[src/hw/rtl/lr_pkg.sv]
// Package for the line rasterizer: payload structs, line descriptor and
// fixed widths shared by the front, the descriptor queue and the stepper.
// No dependencies.
package lr_pkg;

  // Width of every coordinate field on the ports
  localparam int COORD_W = 6;
  // Depth of the descriptor queue between front and stepper
  localparam int QUEUE_DEPTH = 2;

  typedef struct packed {
    logic [COORD_W-1:0] start_x;
    logic [COORD_W-1:0] start_y;
    logic [COORD_W-1:0] end_x;
    logic [COORD_W-1:0] end_y;
  } lr_in_t;

  typedef struct packed {
    logic [COORD_W-1:0] pixel_x;
    logic [COORD_W-1:0] pixel_y;
    logic               last_pixel;
  } lr_out_t;

  // One classified line, ready for the stepper
  typedef struct packed {
    logic [COORD_W-1:0] start_x;
    logic [COORD_W-1:0] start_y;
    logic [COORD_W-1:0] major;
    logic [COORD_W-1:0] minor;
    logic               neg_x;
    logic               neg_y;
    logic               x_major;
  } lr_desc_t;

endpackage

[src/hw/rtl/lr_front.sv]
// Front of the line rasterizer: masks endpoints to the tile, classifies
// the line (direction, major axis, deltas) and enqueues a descriptor.
// Depends on lr_pkg.
module lr_front #(
  parameter int COORD_BITS = 6
) (
  input  lr_pkg::lr_in_t   in_data,
  input  logic             push,
  input  logic             q_full,
  output logic             enq,
  output lr_pkg::lr_desc_t desc
);

  localparam int CW = lr_pkg::COORD_W;

  logic [COORD_BITS-1:0] sx, sy, ex, ey, ax, ay, major, minor;
  logic                  neg_x, neg_y, x_major;

  always_comb begin
    sx      = in_data.start_x[COORD_BITS-1:0];
    sy      = in_data.start_y[COORD_BITS-1:0];
    ex      = in_data.end_x[COORD_BITS-1:0];
    ey      = in_data.end_y[COORD_BITS-1:0];
    neg_x   = ex < sx;
    neg_y   = ey < sy;
    ax      = neg_x ? sx - ex : ex - sx;
    ay      = neg_y ? sy - ey : ey - sy;
    x_major = ax > ay;
    major   = x_major ? ax : ay;
    minor   = x_major ? ay : ax;

    desc.start_x = CW'(sx);
    desc.start_y = CW'(sy);
    desc.major   = CW'(major);
    desc.minor   = CW'(minor);
    desc.neg_x   = neg_x;
    desc.neg_y   = neg_y;
    desc.x_major = x_major;

    // drop zero-length lines here: they produce no pixels
    enq = push && !q_full && (major != '0);
  end

endmodule

[src/hw/rtl/lr_queue.sv]
// Short descriptor queue between the front and the stepper.
// Depends on lr_pkg.
module lr_queue (
  input  logic             clk,
  input  logic             rst_n,
  input  logic             enq,
  input  lr_pkg::lr_desc_t enq_data,
  input  logic             deq,
  output lr_pkg::lr_desc_t head,
  output logic             q_full,
  output logic             q_empty
);

  localparam int DEPTH = lr_pkg::QUEUE_DEPTH;
  localparam int PW    = (DEPTH > 1) ? $clog2(DEPTH) : 1;
  localparam int CNTW  = $clog2(DEPTH + 1);

  lr_pkg::lr_desc_t mem [DEPTH];
  lr_pkg::lr_desc_t head_r;
  logic [PW-1:0]    wr_ptr_r, wr_ptr_nxt, rd_ptr_r, rd_ptr_nxt;
  logic [CNTW-1:0]  count_r, count_nxt;

  function automatic logic [PW-1:0] ptr_inc(input logic [PW-1:0] p);
    logic [PW-1:0] r;
    r = (p == PW'(DEPTH - 1)) ? '0 : p + PW'(1);
    return r;
  endfunction

  always_comb begin
    wr_ptr_nxt = enq ? ptr_inc(wr_ptr_r) : wr_ptr_r;
    rd_ptr_nxt = deq ? ptr_inc(rd_ptr_r) : rd_ptr_r;
    count_nxt  = count_r;
    if (enq && !deq) begin
      count_nxt = count_r + CNTW'(1);
    end else if (deq && !enq) begin
      count_nxt = count_r - CNTW'(1);
    end
  end

  always_ff @(posedge clk) begin
    if (!rst_n) begin
      wr_ptr_r <= '0;
      rd_ptr_r <= '0;
      count_r  <= '0;
    end else begin
      wr_ptr_r <= wr_ptr_nxt;
      rd_ptr_r <= rd_ptr_nxt;
      count_r  <= count_nxt;
    end
  end

  always_ff @(posedge clk) begin
    if (enq) begin
      mem[wr_ptr_r] <= enq_data;
    end
  end

  // read the entry that will be at the head next cycle; forward a write to it
  always_ff @(posedge clk) begin
    if (enq && (wr_ptr_r == rd_ptr_nxt)) begin
      head_r <= enq_data;
    end else begin
      head_r <= mem[rd_ptr_nxt];
    end
  end

  assign head    = head_r;
  assign q_full  = (count_r == CNTW'(DEPTH));
  assign q_empty = (count_r == '0);

endmodule

[src/hw/rtl/lr_stepper.sv]
// Back of the line rasterizer: steps one line descriptor along its major
// axis with an error accumulator and drives the result register.
// Depends on lr_pkg.
module lr_stepper #(
  parameter int COORD_BITS = 6
) (
  input  logic             clk,
  input  logic             rst_n,
  input  lr_pkg::lr_desc_t head,
  input  logic             q_empty,
  output logic             deq,
  input  logic             pop,
  output logic             empty,
  output lr_pkg::lr_out_t  out_data
);

  localparam int CB = COORD_BITS;
  localparam int CW = lr_pkg::COORD_W;

  lr_pkg::lr_desc_t desc_r, desc_nxt;
  logic             busy_r, busy_nxt;
  logic [CB-1:0]    k_r, k_nxt, m_r, m_nxt;
  logic [CB:0]      acc_r, acc_nxt;
  logic             out_valid_r, out_valid_nxt;
  lr_pkg::lr_out_t  out_data_r, out_data_nxt;

  logic [CB-1:0] sx, sy, major, minor, m_use, ox, oy, px, py;
  logic [CB:0]   maj_w, acc_sub, acc_step;
  logic          wrap, last, step;

  always_comb begin
    sx       = desc_r.start_x[CB-1:0];
    sy       = desc_r.start_y[CB-1:0];
    major    = desc_r.major[CB-1:0];
    minor    = desc_r.minor[CB-1:0];
    maj_w    = {1'b0, major};
    wrap     = acc_r >= maj_w;
    acc_sub  = wrap ? acc_r - maj_w : acc_r;
    acc_step = acc_sub + {1'b0, minor};
    m_use    = m_r + CB'(wrap);
    ox       = desc_r.x_major ? k_r : m_use;
    oy       = desc_r.x_major ? m_use : k_r;
    px       = desc_r.neg_x ? sx - ox : sx + ox;
    py       = desc_r.neg_y ? sy - oy : sy + oy;
    last     = ({1'b0, k_r} + (CB+1)'(1)) == maj_w;
    step     = busy_r && (!out_valid_r || pop);
    deq      = !q_empty && (!busy_r || (step && last));

    desc_nxt      = desc_r;
    busy_nxt      = busy_r;
    k_nxt         = k_r;
    m_nxt         = m_r;
    acc_nxt       = acc_r;
    out_valid_nxt = out_valid_r;
    out_data_nxt  = out_data_r;

    if (step) begin
      out_valid_nxt           = 1'b1;
      out_data_nxt.pixel_x    = CW'(px);
      out_data_nxt.pixel_y    = CW'(py);
      out_data_nxt.last_pixel = last;
      k_nxt                   = k_r + CB'(1);
      m_nxt                   = m_use;
      acc_nxt                 = acc_step;
      if (last) begin
        busy_nxt = 1'b0;
      end
    end else if (pop) begin
      out_valid_nxt = 1'b0;
    end

    // load the next line as soon as the current one issues its last pixel
    if (deq) begin
      desc_nxt = head;
      busy_nxt = 1'b1;
      k_nxt    = '0;
      m_nxt    = '0;
      acc_nxt  = '0;
    end
  end

  always_ff @(posedge clk) begin
    if (!rst_n) begin
      busy_r      <= 1'b0;
      out_valid_r <= 1'b0;
    end else begin
      busy_r      <= busy_nxt;
      out_valid_r <= out_valid_nxt;
    end
  end

  always_ff @(posedge clk) begin
    desc_r     <= desc_nxt;
    k_r        <= k_nxt;
    m_r        <= m_nxt;
    acc_r      <= acc_nxt;
    out_data_r <= out_data_nxt;
  end

  assign empty    = !out_valid_r;
  assign out_data = out_data_r;

endmodule

[src/hw/rtl/line_rasterizer.sv]
// Top level of the line rasterizer: front classifier, descriptor queue
// and pixel stepper. Depends on lr_pkg, lr_front, lr_queue, lr_stepper.
//
// The line rasterizer takes a pair of endpoints per transaction and returns
// the pixels of the line from the start point toward the end point, one
// pixel per result transaction, with last_pixel set on the final one. The
// start point is drawn, the end point is not, and a line whose endpoints
// coincide returns nothing. Coordinates are taken modulo the tile of
// 2^COORD_BITS pixels on a side. The major axis is x only when |dx| > |dy|;
// the minor coordinate follows floor(k * minor / major) from an error
// accumulator that starts at zero. A line of N major steps yields N pixels,
// up to 2^COORD_BITS - 1, one pixel per cycle while the result register
// is free or being popped. The next line is loaded in the same cycle the
// last pixel of the current one issues, so lines follow without a gap.
// The front accepts one line per cycle, while full is low, into a two-entry
// descriptor queue and drops zero-length lines there; full rises while
// the queue holds two lines waiting for the stepper. The stepper stalls
// while the result register holds a pixel that waits for pop.
module line_rasterizer #(
  parameter int COORD_BITS = 6
) (
  input  logic            clk,
  input  logic            rst_n,
  // input channel
  input  logic            push,
  output logic            full,
  input  lr_pkg::lr_in_t  in_data,
  // result channel
  output logic            empty,
  input  logic            pop,
  output lr_pkg::lr_out_t out_data
);

  logic             enq, deq, q_full, q_empty;
  lr_pkg::lr_desc_t enq_desc, head_desc;

  // Classify the incoming line and drop it if it has no length
  lr_front #(
    .COORD_BITS(COORD_BITS)
  ) u_front (
    .in_data (in_data),
    .push    (push),
    .q_full  (q_full),
    .enq     (enq),
    .desc    (enq_desc)
  );

  // Hold classified lines until the stepper is free
  lr_queue u_queue (
    .clk      (clk),
    .rst_n    (rst_n),
    .enq      (enq),
    .enq_data (enq_desc),
    .deq      (deq),
    .head     (head_desc),
    .q_full   (q_full),
    .q_empty  (q_empty)
  );

  // Advance along the major axis, one pixel per cycle unless the result waits for pop
  lr_stepper #(
    .COORD_BITS(COORD_BITS)
  ) u_stepper (
    .clk      (clk),
    .rst_n    (rst_n),
    .head     (head_desc),
    .q_empty  (q_empty),
    .deq      (deq),
    .pop      (pop),
    .empty    (empty),
    .out_data (out_data)
  );

  assign full = q_full;

`ifndef SYNTHESIS
  // A zero-length line must never reach the queue
  a_zero_len_dropped: assert property (@(posedge clk) disable iff (!rst_n)
    (push && !full &&
     (in_data.start_x[COORD_BITS-1:0] == in_data.end_x[COORD_BITS-1:0]) &&
     (in_data.start_y[COORD_BITS-1:0] == in_data.end_y[COORD_BITS-1:0]))
    |-> !enq)
    else $error("zero-length line enqueued");

  // The stepper only loads a line that is waiting in the queue
  a_deq_nonempty: assert property (@(posedge clk) disable iff (!rst_n)
    deq |-> !q_empty)
    else $error("descriptor dequeued from an empty queue");

  // An enqueue is never lost to a full queue
  a_enq_room: assert property (@(posedge clk) disable iff (!rst_n)
    enq |-> !q_full)
    else $error("descriptor enqueued into a full queue");
`endif

endmodule

[config.mk]
export PLATFORM = sky130hd
export DESIGN_NAME = line_rasterizer
export DESIGN_NICKNAME = d
export VERILOG_FILES = /design/src/hw/rtl/lr_pkg.sv /design/src/hw/rtl/lr_front.sv /design/src/hw/rtl/lr_queue.sv /design/src/hw/rtl/lr_stepper.sv /design/src/hw/rtl/line_rasterizer.sv
export SDC_FILE = /design/constraint.sdc
export NUM_CORES = 1
export LEC_CHECK = 0
export ABC_AREA = 1
export BUFFER_PORTS_ARGS = -buffer_cell sky130_fd_sc_hd__buf_2
export CAP_MARGIN = 20
export CORE_MARGIN = 5
export CORE_UTILIZATION = 62
export DETAILED_ROUTE_END_ITERATION = 6
export GPL_TIMING_DRIVEN = 1
export HOLD_SLACK_MARGIN = 0.06
export PLACE_DENSITY = 0.88
export SLEW_MARGIN = 20
export SYNTH_ARGS = -nofsm -noshare
export SYNTH_HDL_FRONTEND = slang
export SYNTH_SLANG_ARGS = --single-unit
[constraint.sdc]
create_clock -name clk -period 5.4 [get_ports clk]
set_input_delay 0.81 -clock clk [delete_from_list [all_inputs] [get_ports clk]]
set_output_delay 0.81 -clock clk [all_outputs]
set_load 0.02 [all_outputs]
== Yosys cells after proc, flatten, opt, wreduce, memory -nomap -nowiden ==
Memory sizes are Yosys's and may differ from the RTL's. A register that Yosys moved wholly into a read port is not among the register bits.
Index checks and enable logic that the tools add are counted.

* $add $sub $neg: 17
* Order comparisons: 4
* Equal/unequal tests: 2
* Multiplexer cells: 21
* Reductions and logical operators: 22

{| class="wikitable"
|+ Operators with widths
! cell !! number
|-
| two-way mux 6 bit || 8
|-
| subtractor 6 bit || 6
|-
| adder 6 bit || 2
|-
| less-than comparator 6 bit || 2
|-
| two-way mux 1 bit || 10
|-
| nonzero test 2 bit || 4
|-
| adder 6 x 1 -> 7 bit, second input constant || 1
|-
| adder 7 x 6 -> 7 bit || 1
|-
| equality test 7 x 6 -> 1 bit || 1
|-
| >= comparator 7 x 6 -> 1 bit || 1
|-
| logical AND 1 bit || 7
|-
| two-way mux 7 bit || 1
|-
| subtractor 7 x 6 -> 7 bit || 1
|-
| adder 6 x 1 -> 6 bit || 1
|-
| adder 6 x 1 -> 6 bit, second input constant || 1
|-
| > comparator 6 bit || 1
|-
| logical NOT 1 bit || 6
|-
| nonzero test 6 bit || 1
|-
| two-way mux 2 bit || 2
|-
| adder 1 bit, second input constant || 2
|-
| adder 2 x 1 -> 2 bit, second input constant || 1
|-
| equality test 2 bit, second input constant || 1
|-
| logical NOT 2 bit || 1
|-
| logical OR 1 bit || 2
|-
| 2 further kinds || 2
|}

* Flip-flop bits (word level): 65
* Memory bits (writable): 54
* Input bits: 28
* Output and inout bits: 15
* Logic and storage cells: 85
* Memories kept: 1

{| class="wikitable"
|+ Memories
! memory !! depth !! bits a word !! rd ports !! clocked after memory_dff !! wr ports !! RTL line !! RTL
|-
| u_queue.mem || 2 || 27 || 1 || 1 || 1 || lr_queue.sv:18 || <nowiki>lr_pkg::lr_desc_t mem [DEPTH];</nowiki>
|}

== Depth between registers and ports, before layout ==
* Word-level depth: 10
* Mapped depth: 31
* Gate-level depth less buffers: 30

== Modules after synthesis ==
A second synthesis with hierarchy kept.

* Cells, all modules: 862
* Area, all modules: 7,716.2 um2

{| class="wikitable"
|+ Modules (own cells, without submodules)
! module !! instances !! cells an instance !! area an instance (um2) !! sequential area each (um2)
|-
| lr_stepper || 1 || 446 || 3,721.1 || 1,621.6
|-
| lr_queue || 1 || 118 || 2,280.9 || 1,721.7
|-
| lr_front || 1 || 298 || 1,714.1 || 0.0
|}

== Least setup slack after synthesis ==
Ideal clock, no wire load.

* Kind: input to register
* Start point: in in_data[0] in the netlist's numbering
* End point: mem u_queue.mem[0][0] in the netlist's numbering, enable pin
* Setup time: 0.411 ns
* Data arrival time: 4.410 ns
* Data required time: 4.989 ns
* Setup slack: 0.579 ns
* Stages on the path: 24
* Path through: inv_1 > ha_1 > inv_1 > fa_1 > inv_1 > nor3_2 > nor2_2 > nand2_1 > nand2_1 > nand2_1 > nand2_1 > inv_1 > ha_1 > nand2_1 > nor2_1 > nand3_1 > nand2_2 > buf_2 > nand3_1 > nand3_1 > nor2_2 > nand3_2 > nand2_1 > nor2_1

{| class="wikitable"
|+ RTL lines
! item !! RTL line !! RTL
|-
| from (decl) || line_rasterizer.sv:27 || <nowiki>input lr_pkg::lr_in_t in_data,</nowiki>
|-
| to (decl) || lr_queue.sv:18 ||
|}

== Worst setup path after layout ==
* Start point: reg u_stepper.desc_r (netlist bit u_stepper.major[2])
* End point: reg u_stepper.out_data_r (netlist bit u_stepper.out_data[12]) (data pin)

* Cells in the longest elaborated chain, start to end: 5
* Elaborated cells on any way between the ends: 6
* Those cells by class: 3 x add/sub; 1 x order compare; 2 x mux

{| class="wikitable"
|+ RTL lines
! item !! RTL line !! RTL
|-
| from (decl) || lr_stepper.sv:20 || <nowiki>lr_pkg::lr_desc_t desc_r, desc_nxt;</nowiki>
|-
| from (signal assigned) || lr_stepper.sv:93 || <nowiki>desc_r <= desc_nxt;</nowiki>
|-
| >= comparator 7 x 6 -> 1 bit * || lr_stepper.sv:37 || <nowiki>wrap = acc_r >= maj_w;</nowiki>
|-
| adder 6 x 1 -> 6 bit * || lr_stepper.sv:40 || <nowiki>m_use = m_r + CB'(wrap);</nowiki>
|-
| via u_stepper.m_use[1] || lr_stepper.sv:27 || <nowiki>logic [CB-1:0] sx, sy, major, minor, m_use, ox, oy, px, py;</nowiki>
|-
| two-way mux 6 bit * || lr_stepper.sv:41 || <nowiki>ox = desc_r.x_major ? k_r : m_use;</nowiki>
|-
| adder 6 bit / subtractor 6 bit (equally long branches) || lr_stepper.sv:43 || <nowiki>px = desc_r.neg_x ? sx - ox : sx + ox;</nowiki>
|-
| two-way mux 6 bit * || lr_stepper.sv:43 ||
|-
| via u_stepper.px[5] || lr_stepper.sv:27 ||
|-
| to (signal assigned) || lr_stepper.sv:97 || <nowiki>out_data_r <= out_data_nxt;</nowiki>
|-
| to (decl) || lr_stepper.sv:25 || <nowiki>lr_pkg::lr_out_t out_data_r, out_data_nxt;</nowiki>
|}

Mark *: on every way through the listed nets, which the timed path passes. The rest lies on a longest branch.
A chain may end at the register's enable or synchronous reset.

==> impl_results.md <==
* Status: completed
* CP Capture Type: flip-flop
* # Post-CTS Setup Buffers at 0
* Flop2flop setup slack at between 0.8 and 0.9 ns
* Core area at 0.0115 mm²
* Distinct cells, synth at 39
* Largest net degree at the start of global routing at 46
* CP startpoint kind: flip-flop
* Clk slew on worst S/H paths at about 0.060 ns
* Mean post-synth cell area at 9.15 µm²
* Post_cts resized at 0
* Hold_sp: u_stepper.acc_r[5]
* CP arrival at approximately 4.7 ns
* Fin nets at 945
* Wirelength per Cell at around 14 µm
* GR Overflow Total at 0
* Number of setup violations in the final report at 0
* PortBufs at 42
* Synth Instances at 802
* Via count of the routed design at around 5400
* Yosys warnings at 0
* Worst Path Required at between 5 and 6 ns
* PD cells at 664 mW/mm²
* WL final at about 14 mm
* Highest clock rate at approximately 220 MHz
* R2R Path Start: u_stepper.major[2]
* Post-route setup TNS at 0 ns
* Final Hold Vio Count at 0
* Tot GR Track Use at about a fifth
* Worst-margin pin slew at 0.640 ns
* Clk root buf: clkbuf_16
* Synth Cell Area at between 0.007 and 0.008 mm²
* Most common cell after layout, fill and taps aside: nand2_1
* Clk sinks at between 100 and 150
* Max-cap viol count at 0
* Setup Skew at between 0.01 and 0.015 ns
* Sequential-to-total area share from yosys stat at between 40% and 50%
* P_leak at ~0.004 µW
* Die ar. at 0.0141 mm²
* RSZ-0062 raised after global routing: false
* Crit-path max FO at 9
* Hold_buf cts at 0
* DRC at 0
* Initial Util at between 60% and 70%
* Syn nets at 894
* Worst Hold Class: reg -> reg
* Post-route ant nets at 0
* Most frequent cells in the layout: nand2_1, inv_1, edfxtp_1
* Vias in the first global route at between 5000 and 6000
* Post-layout minimum cycle time at approximately 4.6 ns
* Post-synthesis register bit count at between 100 and 150
* Slew Limit Fails at 0
* CTS buffer count at 17
* Peak VDD IR at between 0.2 and 0.3 mV
* IO Count at 43
* Row cnt at 39
* Worst-Skew Late Latency at 0.42 ns
* Initial antenna violation count at 0
* Layout cells sized above 1 at 16.6%
* Final worst slack at around 0.82 ns
* RePlAce Congestion at 0.933
* Die Height at 119 µm
* Final period util at 84.7%
* Slew HR at between 50% and 60%
* Dpl hpwl at a little over 10 mm
* Crit path from: u_stepper.major[2]
* Ant diodes at 0
* H-tree depth at 4
* Crit Path Category: reg -> reg
* Vias per cell at around 5.4
* DP Worst Slack at ~0.68 ns
* Syn-to-layout area delta at 13.1%
* Die W at 119 µm
* CTS max path bufs at 2
* Pre-Repair DR Iteration Count at 5
* CTS tree: built
* First-pass GRT wire length at between 20 and 25 mm
* Initial DRC Count at a little over 400
## kinds of logic (layout without fill, tap and decap cells)
| logic type | count (synthesis) | after routing | share of synthesized area (%) |
|---|---|---|---|
| AOI/OAI and AO/OA | 90 | 90 | 6.41 |
| and+or+nand+nor | 320 | 320 | 19.8 |
| adders and majority gates | 64 | 64 | 11.7 |
| DFF | 120 | 120 | 45.6 |
| buffers and inverters | 147 | 211 | 8.03 |
| muxes | 27 | 27 | 4.15 |
| xor gates and xnor gates | 34 | 34 | 4.25 |
## routing by layer
| layer | part of all wire, % | GRT usage, % | vias to the layer above |
|---|---|---|---|
| li1 | - | - | 2741 |
| met1 | 44 | 24.9 | 2523 |
| met2 | 51 | 37.1 | 134 |
| met3 | 4.0 | 4.82 | 25 |
| met4 | 1.9 | 8.47 | 0 |
| met5 | 0 | 0 | - |
## through the flow
step           area, µm²  cells  total power [µW]  hold WS [ns]  utilization [%]
5_1_grt             8290   1009              5950         0.525             72.0
6_report            8290   1009              5500         0.501             72.0
4_1_cts             8290   1009              5510         0.497             72.0
3_5_place_dp        7660    977              4280         0.477             66.6
3_3_place_gp        7660    977              4160         0.472             66.6
2_1_floorplan       7330    802              3700         0.454                -
## cell usage after synthesis
master	instances	area share, %
xnor2_1	9	1.1
nor2_4	1	0.15
a21oi_1	33	2.3
xor2_1	24	2.9
buf_4	3	0.31
fa_1	8	2.2
o21bai_1	1	0.10
or2_2	1	0.085
nor3_2	1	0.14
buf_2	1	0.068
nand2_2	16	1.4
o21ai_2	1	0.12
nor3_4	1	0.22
dfxtp_1	26	7.1
edfxtp_1	94	38
nor2_1	31	1.6
inv_2	6	0.31
a21oi_2	2	0.24
ha_1	56	9.6
clkbuf_1	6	0.31
inv_4	1	0.085
mux2_2	27	4.1
xnor3_1	1	0.31
a21o_1	2	0.20
nand4_1	13	1.1
nand2_1	191	9.8
nand4_2	1	0.17
nand3_2	7	0.96
buf_6	3	0.46
nand3_1	47	3.2
o21ai_1	5	0.34
o21ai_0	45	3.1
nand2_4	3	0.46
inv_1	127	6.5
and3_1	1	0.085
nor2_2	3	0.26
or2_1	2	0.17
nand3b_1	1	0.10
o22ai_1	1	0.085
## final cells by class
| type | count | area [µm²] |
|---|---|---|
| multi-input combinational | 535 | 3400 |
| sequential | 120 | 3340 |
| fill | 802 | 3220 |
| inverter | 134 | 505 |
| clock buffer | 24 | 482 |
| timing repair buffer | 45 | 233 |
| tap | 143 | 179 |
| clock inverter | 8 | 145 |
## flip-flops by register name, summed over array words and instances, names as in the netlist, named ones only
| signal | flops |
|---|---|
| u_stepper.busy_r | 1 |
| u_queue.count_r | 2 |
| u_queue.rd_ptr_r | 1 |
| u_queue.wr_ptr_r | 1 |
| u_stepper.sy | 6 |
| u_stepper.k_r | 6 |
| u_stepper.minor | 6 |
| u_queue.mem | 54 |
| u_stepper.acc_r | 7 |
| u_stepper.sx | 6 |
| u_stepper.out_data | 13 |
| u_stepper.out_valid_r | 1 |
| u_stepper.major | 6 |
| u_stepper.m_r | 6 |
| u_stepper.desc_r | 3 |
## critical path, cell delays in order (launching register included)
cell and delay (ns):
edfxtp_1 0.41, inv_1 0.09, ha_1 0.28, a21oi_1 0.18, nand2_1 0.12, nand4_1 0.11, nand4_2 0.22, ha_1 0.29
ha_1 0.29, inv_1 0.05, o21ai_0 0.24, inv_1 0.09, ha_1 0.20, inv_1 0.07, o21ai_0 0.12, a21oi_1 0.16
a21oi_1 0.06, ha_1 0.34, a21oi_1 0.13, o21ai_0 0.14, a21o_1 0.18, a21oi_1 0.15, xor2_1 0.22, inv_1 0.06
nand2_1 0.06, nand2_1 0.04
## path summary, 6_finish.rpt
path                                 end  cells past startpoint
setup / recovery  u_stepper.out_data[12]                     25
hold / removal        u_stepper.acc_r[5]                      2
setup reg to reg  u_stepper.out_data[12]                     25
hold reg to reg       u_stepper.acc_r[5]                      2
## where the power goes
part           switching [µW]  internal, µW
combinational            1640          1010
clock                     383           806
sequential                158          1500
total                    2180          3320
Power figures use the tool's default switching activity.
